### config.mk
export PLATFORM = sky130hd
export DESIGN_NAME = two_road_traffic_light_controller_flat
export DESIGN_NICKNAME = d
export VERILOG_FILES = /design/src/rtl/tlc_pkg.sv /design/src/rtl/tlc_stream_if.sv /design/src/rtl/tlc_cfg_regs.sv /design/src/rtl/tlc_core.sv /design/src/rtl/two_road_traffic_light_controller.sv /design/src/flat_wrapper.sv
export SDC_FILE = /design/constraint.sdc
export NUM_CORES = 1
export LEC_CHECK = 0
export ABC_AREA = 1
export BUFFER_PORTS_ARGS = -buffer_cell sky130_fd_sc_hd__buf_2
export CAP_MARGIN = 10
export CORE_MARGIN = 5
export CORE_UTILIZATION = 35
export CTS_CLUSTER_DIAMETER = 80
export DETAILED_ROUTE_END_ITERATION = 16
export SYNTH_ARGS = -nofsm -noshare
export SYNTH_HDL_FRONTEND = slang
export SYNTH_HIERARCHICAL = 1
export SYNTH_SLANG_ARGS = --single-unit
### constraint.sdc
create_clock -name clk -period 4.1 [get_ports clk]
set_input_delay 0.41 -clock clk [delete_from_list [all_inputs] [get_ports clk]]
set_output_delay 0.41 -clock clk [all_outputs]
set_load 0.01 [all_outputs]
### src/rtl/tlc_pkg.sv
// Shared types, register indexes and helpers for the two-road traffic light controller.
package tlc_pkg;

  localparam int DUR_W = 7;
  localparam int CNT_W = 8;
  localparam int CFG_IDX_W = 3;

  localparam logic [CFG_IDX_W-1:0] CFG_RED_DEFAULT   = 3'd0;
  localparam logic [CFG_IDX_W-1:0] CFG_AMBER_DEFAULT = 3'd1;
  localparam logic [CFG_IDX_W-1:0] CFG_GREEN_DEFAULT = 3'd2;
  localparam logic [CFG_IDX_W-1:0] CFG_DURATION_MIN  = 3'd3;
  localparam logic [CFG_IDX_W-1:0] CFG_DURATION_MAX  = 3'd4;

  localparam logic [1:0] IDX_RED   = 2'd0;
  localparam logic [1:0] IDX_AMBER = 2'd1;
  localparam logic [1:0] IDX_GREEN = 2'd2;

  localparam logic signed [CNT_W-1:0] CNT_FLOOR = -8'sd100;

  typedef logic [DUR_W-1:0] dur_t;
  typedef logic signed [CNT_W-1:0] cnt_t;

  typedef struct packed {
    logic mode_press;
    logic inc_press;
    logic set_press;
    logic phase_expired;
    logic blink_expired;
  } poll_t;

  typedef struct packed {
    logic [3:0]        ctrl_state;
    logic [3:0]        display_code;
    logic signed [7:0] count_x;
    logic signed [7:0] count_y;
    logic [6:0]        edit_value;
    logic              restart_phase_timer;
    logic              restart_blink_timer;
  } result_t;

  typedef struct packed {
    dur_t red_default;
    dur_t amber_default;
    dur_t green_default;
    dur_t duration_min;
    dur_t duration_max;
  } cfg_t;

  function automatic cnt_t dec_sat(cnt_t v);
    dec_sat = (v > CNT_FLOOR) ? cnt_t'(v - 8'sd1) : CNT_FLOOR;
  endfunction

endpackage

### src/rtl/tlc_stream_if.sv
// Valid/ready stream interface carrying one beat of payload.
interface tlc_stream_if #(parameter type payload_t = logic);
  logic     valid;
  logic     ready;
  payload_t payload;

  modport source(output valid, output payload, input ready);
  modport sink(input valid, input payload, output ready);
endinterface

### src/rtl/tlc_cfg_regs.sv
// Configuration register file: defaults and edit limits.
module tlc_cfg_regs
  import tlc_pkg::*;
(
  input  logic                 clk,
  input  logic                 rst,
  input  logic                 cfg_write,
  input  logic [CFG_IDX_W-1:0] cfg_index,
  input  logic [DUR_W-1:0]     cfg_data,
  output cfg_t                 cfg
);

  always_ff @(posedge clk) begin
    if (rst) begin
      cfg.red_default   <= 7'd5;
      cfg.amber_default <= 7'd2;
      cfg.green_default <= 7'd3;
      cfg.duration_min  <= 7'd1;
      cfg.duration_max  <= 7'd99;
    end else if (cfg_write) begin
      case (cfg_index)
        CFG_RED_DEFAULT:   cfg.red_default   <= cfg_data;
        CFG_AMBER_DEFAULT: cfg.amber_default <= cfg_data;
        CFG_GREEN_DEFAULT: cfg.green_default <= cfg_data;
        CFG_DURATION_MIN:  cfg.duration_min  <= cfg_data;
        CFG_DURATION_MAX:  cfg.duration_max  <= cfg_data;
        default: ;
      endcase
    end
  end

endmodule

### src/rtl/tlc_core.sv
// Controller state, duration sets and per-poll next-state logic.
module tlc_core
  import tlc_pkg::*;
(
  input  logic    clk,
  input  logic    rst,
  input  logic    advance,
  input  poll_t   item,
  input  cfg_t    cfg,
  output result_t res_next
);

  typedef enum logic [3:0] {
    ST_INIT       = 4'd0,
    ST_RED_GREEN  = 4'd1,
    ST_RED_AMBER  = 4'd2,
    ST_GREEN_RED  = 4'd3,
    ST_AMBER_RED  = 4'd4,
    ST_EDIT_RED   = 4'd5,
    ST_EDIT_GREEN = 4'd6,
    ST_EDIT_AMBER = 4'd7,
    ST_COMMIT     = 4'd8
  } state_t;

  typedef enum logic [3:0] {
    DSP_XRED_YGREEN = 4'd0,
    DSP_XRED_YAMBER = 4'd1,
    DSP_XGREEN_YRED = 4'd2,
    DSP_XAMBER_YRED = 4'd3,
    DSP_XRED        = 4'd4,
    DSP_YRED        = 4'd5,
    DSP_XGREEN      = 4'd6,
    DSP_YGREEN      = 4'd7,
    DSP_XAMBER      = 4'd8,
    DSP_YAMBER      = 4'd9,
    DSP_NONE        = 4'd10
  } disp_t;

  state_t state, state_next;
  disp_t  disp, disp_next;
  cnt_t   cnt_x, cnt_x_next;
  cnt_t   cnt_y, cnt_y_next;
  dur_t   act [3];
  dur_t   act_next [3];
  dur_t   pend [3];
  dur_t   pend_next [3];
  dur_t   cand [3];
  dur_t   cand_next [3];

  always_comb begin
    logic        rp, rb;
    logic [1:0]  idx;
    disp_t       shown_a, shown_b;
    logic [DUR_W:0] inc_val;
    dur_t        cand_new;
    cnt_t        lx, ly;
    logic [DUR_W:0] ag_sum;

    state_next = state;
    disp_next  = disp;
    cnt_x_next = cnt_x;
    cnt_y_next = cnt_y;
    act_next   = act;
    pend_next  = pend;
    cand_next  = cand;
    rp = 1'b0;
    rb = 1'b0;
    idx = IDX_RED;
    shown_a = DSP_XRED;
    shown_b = DSP_YRED;
    inc_val = '0;
    cand_new = '0;
    lx = cnt_x;
    ly = cnt_y;
    ag_sum = {1'b0, pend[IDX_AMBER]} + {1'b0, pend[IDX_GREEN]};

    case (state)
      ST_INIT: begin
        act_next[IDX_RED]   = cfg.red_default;
        act_next[IDX_AMBER] = cfg.amber_default;
        act_next[IDX_GREEN] = cfg.green_default;
      end
      ST_COMMIT: begin
        if ({1'b0, pend[IDX_RED]} == ag_sum) act_next = pend;
      end
      default: ;
    endcase

    case (state)
      ST_INIT, ST_COMMIT: begin
        pend_next  = act_next;
        cand_next  = act_next;
        state_next = ST_RED_GREEN;
        disp_next  = DSP_XRED_YGREEN;
        cnt_x_next = dec_sat(cnt_t'({1'b0, act_next[IDX_RED]}));
        cnt_y_next = dec_sat(cnt_t'({1'b0, act_next[IDX_GREEN]}));
        rp = 1'b1;
      end
      ST_RED_GREEN, ST_RED_AMBER, ST_GREEN_RED, ST_AMBER_RED: begin
        if (item.mode_press) begin
          state_next = ST_EDIT_RED;
          disp_next  = DSP_XRED;
          rb = 1'b1;
        end else if (item.phase_expired) begin
          rp = 1'b1;
          if (state == ST_RED_GREEN && cnt_y <= 0) begin
            state_next = ST_RED_AMBER;
            disp_next  = DSP_XRED_YAMBER;
            ly = cnt_t'({1'b0, act[IDX_AMBER]});
          end else if (state == ST_RED_AMBER && cnt_y <= 0) begin
            state_next = ST_GREEN_RED;
            disp_next  = DSP_XGREEN_YRED;
            lx = cnt_t'({1'b0, act[IDX_GREEN]});
            ly = cnt_t'({1'b0, act[IDX_RED]});
          end else if (state == ST_GREEN_RED && cnt_x <= 0) begin
            state_next = ST_AMBER_RED;
            disp_next  = DSP_XAMBER_YRED;
            lx = cnt_t'({1'b0, act[IDX_AMBER]});
          end else if (state == ST_AMBER_RED && cnt_x <= 0) begin
            state_next = ST_RED_GREEN;
            disp_next  = DSP_XRED_YGREEN;
            lx = cnt_t'({1'b0, act[IDX_RED]});
            ly = cnt_t'({1'b0, act[IDX_GREEN]});
          end
          cnt_x_next = dec_sat(lx);
          cnt_y_next = dec_sat(ly);
        end
      end
      ST_EDIT_RED, ST_EDIT_GREEN, ST_EDIT_AMBER: begin
        case (state)
          ST_EDIT_GREEN: begin
            idx = IDX_GREEN;
            shown_a = DSP_XGREEN;
            shown_b = DSP_YGREEN;
          end
          ST_EDIT_AMBER: begin
            idx = IDX_AMBER;
            shown_a = DSP_XAMBER;
            shown_b = DSP_YAMBER;
          end
          default: begin
            idx = IDX_RED;
            shown_a = DSP_XRED;
            shown_b = DSP_YRED;
          end
        endcase
        if (item.mode_press) begin
          case (state)
            ST_EDIT_RED: begin
              state_next = ST_EDIT_GREEN;
              disp_next  = DSP_XGREEN;
            end
            ST_EDIT_GREEN: begin
              state_next = ST_EDIT_AMBER;
              disp_next  = DSP_XAMBER;
            end
            default: begin
              state_next = ST_COMMIT;
              disp_next  = DSP_NONE;
            end
          endcase
        end else begin
          if (item.blink_expired) begin
            rb = 1'b1;
            disp_next = (disp == shown_a) ? shown_b : shown_a;
          end
          inc_val = {1'b0, cand[idx]} + 8'd1;
          cand_new = cand[idx];
          if (item.inc_press) begin
            cand_new = (inc_val > {1'b0, cfg.duration_max}) ? cfg.duration_min
                                                              : inc_val[DUR_W-1:0];
          end
          cand_next[idx] = cand_new;
          if (item.set_press) pend_next[idx] = cand_new;
        end
      end
      default: ;
    endcase

    res_next.ctrl_state   = state_next;
    res_next.display_code = disp_next;
    res_next.count_x      = cnt_x_next;
    res_next.count_y      = cnt_y_next;
    case (state_next)
      ST_EDIT_RED:   res_next.edit_value = cand_next[IDX_RED];
      ST_EDIT_GREEN: res_next.edit_value = cand_next[IDX_GREEN];
      ST_EDIT_AMBER: res_next.edit_value = cand_next[IDX_AMBER];
      default:       res_next.edit_value = '0;
    endcase
    res_next.restart_phase_timer = rp;
    res_next.restart_blink_timer = rb;
  end

  always_ff @(posedge clk) begin
    if (rst) begin
      state <= ST_INIT;
      disp  <= DSP_XRED_YGREEN;
      cnt_x <= '0;
      cnt_y <= '0;
      act[IDX_RED]    <= 7'd5;
      act[IDX_AMBER]  <= 7'd2;
      act[IDX_GREEN]  <= 7'd3;
      pend[IDX_RED]   <= 7'd5;
      pend[IDX_AMBER] <= 7'd2;
      pend[IDX_GREEN] <= 7'd3;
      cand[IDX_RED]   <= 7'd5;
      cand[IDX_AMBER] <= 7'd2;
      cand[IDX_GREEN] <= 7'd3;
    end else if (advance) begin
      state <= state_next;
      disp  <= disp_next;
      cnt_x <= cnt_x_next;
      cnt_y <= cnt_y_next;
      act   <= act_next;
      pend  <= pend_next;
      cand  <= cand_next;
    end
  end

endmodule

### src/rtl/two_road_traffic_light_controller.sv
// Two-road traffic light controller top level: poll register, core, result register.
// A poll waits in the poll register until the result register can take its result.
// Throughput: one poll per cycle while the result side is ready; the poll register
// and result register form a two-stage pipe; one poll enters while a result waits.
// Reset (rst, synchronous): init state, countdowns zero, duration sets and
// configuration registers at their default values, both pipe stages empty.
module two_road_traffic_light_controller
  import tlc_pkg::*;
(
  input  logic                 clk,
  input  logic                 rst,
  tlc_stream_if.sink           poll,
  tlc_stream_if.source         result,
  input  logic                 cfg_write,
  input  logic [CFG_IDX_W-1:0] cfg_index,
  input  logic [DUR_W-1:0]     cfg_data
);

  cfg_t    cfg;
  logic    poll_vld;
  poll_t   poll_reg;
  logic    advance;
  result_t res_next;
  logic    res_vld;
  result_t res_reg;

  tlc_cfg_regs u_cfg (
    .clk       (clk),
    .rst       (rst),
    .cfg_write (cfg_write),
    .cfg_index (cfg_index),
    .cfg_data  (cfg_data),
    .cfg       (cfg)
  );

  assign advance    = poll_vld && (!res_vld || result.ready);
  assign poll.ready = !poll_vld || advance;

  tlc_core u_core (
    .clk      (clk),
    .rst      (rst),
    .advance  (advance),
    .item     (poll_reg),
    .cfg      (cfg),
    .res_next (res_next)
  );

  always_ff @(posedge clk) begin
    if (rst) begin
      poll_vld <= 1'b0;
      res_vld  <= 1'b0;
    end else begin
      if (poll.ready) poll_vld <= poll.valid;
      if (advance) begin
        res_vld <= 1'b1;
      end else if (result.ready) begin
        res_vld <= 1'b0;
      end
    end
    if (poll.ready && poll.valid) poll_reg <= poll.payload;
    if (advance) res_reg <= res_next;
  end

  assign result.valid   = res_vld;
  assign result.payload = res_reg;

endmodule

### src/flat_wrapper.sv
// flat-port wrapper written by rule: the top's interface ports become plain ports
module two_road_traffic_light_controller_flat import tlc_pkg::*;
  (clk, rst, cfg_write, cfg_index, cfg_data, poll_valid, poll_payload, poll_ready, result_valid, result_payload, result_ready);
  tlc_stream_if #(.payload_t(poll_t)) poll_i ();
  tlc_stream_if #(.payload_t(result_t)) result_i ();
  input  logic clk;
  input  logic rst;
  input  logic cfg_write;
  input  logic [CFG_IDX_W-1:0] cfg_index;
  input  logic [DUR_W-1:0] cfg_data;
  input wire logic [$bits(poll_i.valid)-1:0] poll_valid;
  input wire logic [$bits(poll_i.payload)-1:0] poll_payload;
  output wire logic [$bits(poll_i.ready)-1:0] poll_ready;
  output wire logic [$bits(result_i.valid)-1:0] result_valid;
  output wire logic [$bits(result_i.payload)-1:0] result_payload;
  input wire logic [$bits(result_i.ready)-1:0] result_ready;
  assign poll_i.valid = poll_valid;
  assign poll_i.payload = poll_payload;
  assign poll_ready = poll_i.ready;
  assign result_valid = result_i.valid;
  assign result_payload = result_i.payload;
  assign result_i.ready = result_ready;
  two_road_traffic_light_controller u_core (.clk(clk), .rst(rst), .poll(poll_i), .result(result_i), .cfg_write(cfg_write), .cfg_index(cfg_index), .cfg_data(cfg_data));
endmodule
== Word level (Yosys, flattened, before mapping) ==
Index checks and enable logic that the tools add are counted.
Word-level totals
  register bits: 162
  bits of input ports: 20
  output and inout port bits: 35
  word-level logic and storage cells: 168
Cells by class
  $add $sub $neg: 6
  order comparisons: 9
  equality and inequality tests: 19
  mux-type cells: 77
  bitwise logic cells: 1
  reductions and logical operators: 24
Operators by type and width (number)
  $mux W8: 22
  $pmux W21 S2: 3
  $mux W21: 4
  $mux W4: 17
  $mux W7: 7
  $bwmux W21: 2
  $gt A8 B8 Y1 const B: 4
  $pmux W4 S2: 4
  $pmux W8 S2: 2
  $eq A4 B3 Y1 const B: 7
  $pmux W4 S3: 2
  $pmux W7 S3: 1
  $le A8 B1 Y1 const B: 2
  $sub A7 B1 Y8 const B: 2
  $sub A8 B2 Y8 const B: 2
  $bmux W7 S2: 1
  $demux W7 S2: 1
  $reduce_and A2 Y1: 5
  $add A7 B1 Y8 const B: 1
  $add A7 B7 Y8: 1
  $eq A4 B2 Y1 const B: 2
  $eq A7 B8 Y1: 1
  $gt A8 B7 Y1: 1
  $logic_and A1 B1 Y1: 7
  other kinds (24): 35

== Depth between registers and ports, before layout ==
  depth after elaboration: 17
  depth in mapped cells: 28
  depth with buffers taken out: 28

== Hierarchy ==
The synthesis kept the hierarchy.
Modules (own cells, without submodules)
  tlc_core: instances 1, cells an instance 1395, area an instance 8001.4 µm², sequential area each 1741.7 µm²
  tlc_cfg_regs: instances 1, cells an instance 203, area an instance 1431.4 µm², sequential area each 700.7 µm²
  two_road_traffic_light_controller: instances 1, cells an instance 50, area an instance 1232.4 µm², sequential area each 1181.1 µm²

== Worst setup path before layout ==
OpenSTA, ideal clock, no wires.
  path type: in2reg
  from: in result_ready
  to: reg u_core/u_core/pend[6] in the netlist's numbering
  setup time: 109 ps
  data arrival time: 3388 ps
  required time: 3991 ps
  setup slack: 603 ps
  stages on the path: 11
  buffers on the path: 2
  cells stage by stage: inv_1 -> a21oi_1 -> clkbuf_1 -> o21ai_0 -> nor2_1 -> inv_1 -> a21oi_1 -> buf_2 -> o221ai_1 -> nand2_1 -> inv_1
Between the ends
  cells in the longest elaborated chain, start to end: 3
RTL lines
  start, declared: RTL line flat_wrapper.sv:16  | input wire logic [$bits(result_i.ready)-1:0] result_ready;
  $logic_or A1 B1 Y1: RTL line two_road_traffic_light_controller.sv:36  | assign advance = poll_vld && (!res_vld || result.ready);
  $logic_and A1 B1 Y1: RTL line two_road_traffic_light_controller.sv:36
  via u_core.advance: RTL line two_road_traffic_light_controller.sv:22  | logic advance;
  $reduce_and A4 Y1 (no line)
  end signal, assigned: RTL line tlc_core.sv:215  | pend <= pend_next;
  end, declared: RTL line tlc_core.sv:45  | dur_t pend [3];
The timed path passes the listed nets, and every way through them passes these cells.
A chain may end at the register's enable or synchronous reset.

==> run summary <==
Type of origin of the critical path -> register
Origin of the critical flop-to-flop path -> u_core/u_core/pend[7]
Die height -> 185 microns
Count of different cell masters after synthesis -> 47
Starting density of the core -> 0.351
Final setup violating endpoints -> 0
Via/cell ratio -> 5.30
Layout Area Growth over Synthesis -> 12.7%
Cell-by-cell listing of the critical path -> ha_1, fa_1, inv_1, nand2_1, nand2_1, nand2_1, nand2_1, nand3_1, nor2_1, nand2_2, nor2_4, nand3_1, nand3_1, nand2_1, o21ai_2, ha_1, nand2_1, nor2_1, nand2_1, nand2_1, nand3_1
Transition time of the tightest slew-check pin -> 1180 ps
Cell internal power dissipation -> 3.08 mW
Global-route usage over all layers -> 0.217
Number of warning messages in the yosys log -> 6
Final non-filler cell total -> 2102
Largest net degree at the start of global routing -> 61
Psw -> 1.68 mW
Most frequent cells in the layout -> sky130_fd_sc_hd__nand2_1, sky130_fd_sc_hd__inv_1, sky130_fd_sc_hd__nor2_1
Post-DP HPWL -> 27800 microns
#FFs+latches synth -> 162
Number of I/O port buffers -> 54
Worst VDD drop -> 0.000307 V
Antenna-violating nets left -> 0
Synth async-reset ratio -> 0
Area of all sequential standard cells -> 3630 sq um
Endpoint kind of the worst setup timing path -> register
Clock sink count -> 162
Result of the run -> finished, final reports clean
DRC errors left -> 0
Number of flip-flops in the largest register -> 35
Iteration count of the initial detailed-routing pass -> 6
Fmax -> 265 MHz
Min cycle time layout -> 3770 ps
Hold path startpoint -> poll_payload[2]
Largest delay contributor family on the critical path -> simple AND/OR/NAND/NOR gates
Cell chosen for the clock root -> sky130_fd_sc_hd__clkbuf_16
Pins Over Slew Limit -> 0
TritonCTS clock tree -> yes
Worst hold path stage count -> 1
Stage delay of the slowest cell on the critical path -> 470 ps
Endpoint, Worst Hold -> u_core/poll_reg[2]
Count of H-tree levels built during CTS -> 4
Sequential-to-total area share from yosys stat -> 0.340
Final worst-path cycle share -> 0.920
Standard cell area after detailed placement -> 11400 sq um
DR WL/cell -> 17.7 microns
Final antenna diode count -> 0
Power share of the sequential group -> 0.386
Kind of critical path -> register to register
Final Hold Fails -> 0
Max FO, Critical Path -> 9
Setup tns final -> 0 ps
Worst path slowest cell -> sky130_fd_sc_hd__fa_1
Ratio of cells with drive above 1 in the final layout -> 0.118
Worst-case clock skew -> 14.5 ps
Post-synthesis cell area -> 10700 sq um
Endpoint of the worst register-to-register path -> u_core/result.payload[23]
Cells on worst reg2reg path -> 21
Die area -> 34100 sq um
Post-CTS Hold Buffers -> 0
Number of cells after detailed placement -> 2067
Synth Instances -> 1648
Number of cells on the critical path -> 21
Routed wire length -> 37200 microns
Net switching fraction of the power -> 0.353
Number of violations of the max-capacitance limit -> 0
Count of flip-flops with a built-in enable after synthesis -> 38
Horiz. Die Dim -> 185 microns
Clock network fraction of total power -> 0.334
Top flip-flop cell by instance count after synthesis -> sky130_fd_sc_hd__dfxtp_1
Slew margin rel. -> 0.210
NumNets Final -> 1735
Average footprint of a synthesized cell -> 6.47 sq um
Aggregate global routing overflow -> 0
Data arrival time at the worst-slack endpoint -> 3930 ps
Clock network latency to the later pin of the worst-skew pair -> 440 ps
Maximum clock path buffer count -> 2
Post-Syn Nets -> 1690
Count of pins on the block boundary -> 55
Combined buffer and inverter count along the critical path -> 1
Clock buffer count from CTS -> 17
Multi-input combinational cell area -> 5930 sq um
Worst reg-to-reg setup slack -> 330 ps
Number of antenna violations at the first check in global routing -> 0
Final weighted congestion in routability-driven placement -> 0.998
P_leak -> 5.71 nW
Clock-pin slew of the registers on the worst-case setup and hold paths -> 70 ps
Global-route wire length before repair -> 57800 microns
Number of cell rows -> 64
Number of inserted filler cells in the final layout -> 3272
Most frequent standard cell in the layout excluding fill and tap cells -> sky130_fd_sc_hd__nand2_1
Most frequent cell on the critical path -> sky130_fd_sc_hd__nand2_1
Setup repair after global routing missed its margin -> no
Total power density per cell area -> 397 nW/um^2
Number of global-route vias before repair -> 10242
Fin area -> 12000 sq um
Iter 0 DRT Violations -> 1163
Req. time, crit path -> 4260 ps
Logic pwr share -> 0.279
Biggest register -> u_core/u_cfg/cfg
Core area -> 30300 sq um
Path category of the worst min-delay check -> input pin to register
Routed via count -> 11150
-- cell families (layout without fill, tap and decap cells) --
kind of cell	Yosys count	count (layout)	share of synthesized area
AND/OR/NAND/NOR	802	802	0.326
buffers and inverters	292	350	0.108
adder cells (fa/ha/maj)	22	22	0.0265
AO/OA/AOI/OAI	361	361	0.193
XOR/XNOR	9	9	0.00739
flip-flops	162	162	0.340
-- metrics by stage --
stage | setup slack [ps] | total power, mW | hold slack [ps] | util
floorplan | 603 | 2.78 | 442 | -
global route | 25.3 | 5.02 | 123 | 0.396
detailed placement | 211 | 3.17 | 465 | 0.375
global placement | 352 | 3.17 | 469 | 0.375
finish | 328 | 4.77 | 145 | 0.396
CTS | 204 | 4.77 | 126 | 0.394
-- power by group through the flow --
stage          clock (mW)  sequential, mW  combinational [mW]
2_1_floorplan           0            1.85               0.927
5_1_grt              1.69            1.85                1.48
6_report             1.59            1.84                1.33
3_5_place_dp            0            1.87                1.30
4_1_cts              1.63            1.84                1.30
3_3_place_gp            0            1.87                1.30
-- worst max-delay path by stage --
stage / from / slack [ps] / endpoint
after floorplan: result_ready / 600 / u_core/u_core/pend[6]
after global placement: u_core/u_core/state[2] / 350 / u_core/result.payload[8]
after detailed placement: u_core/u_core/state[2] / 210 / u_core/result.payload[3]
after CTS: u_core/u_core/state[2] / 200 / u_core/result.payload[8]
after global routing: u_core/u_core/state[1] / 30 / u_core/result.payload[8]
final: u_core/u_core/pend[7] / 330 / u_core/result.payload[23]
-- final cells by class --
type | count | share of cell area
sequential | 162 | 0.302
clock inverter | 7 | 0.00593
tap | 396 | 0.0412
multi-input combinational | 1194 | 0.493
timing repair buffer | 89 | 0.0443
clock buffer | 25 | 0.0422
inverter | 229 | 0.0715
-- synthesized netlist by cell type, drive strengths merged, types with 2 or more instances --
master  count  area share
a22oi       8      0.0056
nor3        4      0.0034
clkbuf     43       0.015
o21a        2      0.0014
a221oi      2      0.0016
dfxtp     124        0.23
xor2        5      0.0041
o211ai     28       0.022
inv       227       0.080
o22ai       9      0.0053
ha         21       0.025
clkinv      2     0.00070
nand4      18       0.011
buf        20       0.013
a31oi      13      0.0076
a21oi     144       0.069
nand3     153       0.076
o21ai     141       0.070
xnor2       4      0.0033
nand3b      7      0.0049
a211oi      2      0.0014
nor2      173       0.069
a21boi      5      0.0035
o21bai      4      0.0032
edfxtp     38        0.11
nand2     447        0.16
o221ai      2      0.0016
-- metal layers --
layer,part of all wire,track usage
met5,0,0
met4,0.037,0.0825
met3,0.073,0.0385
met2,0.44,0.336
met1,0.45,0.301
-- timing repair --
item,CTS,global route
setup buffers,0,3
gates resized for setup,0,8
setup endpoints to repair,0,39
Note: power is estimated with default switching activity, not from simulation.
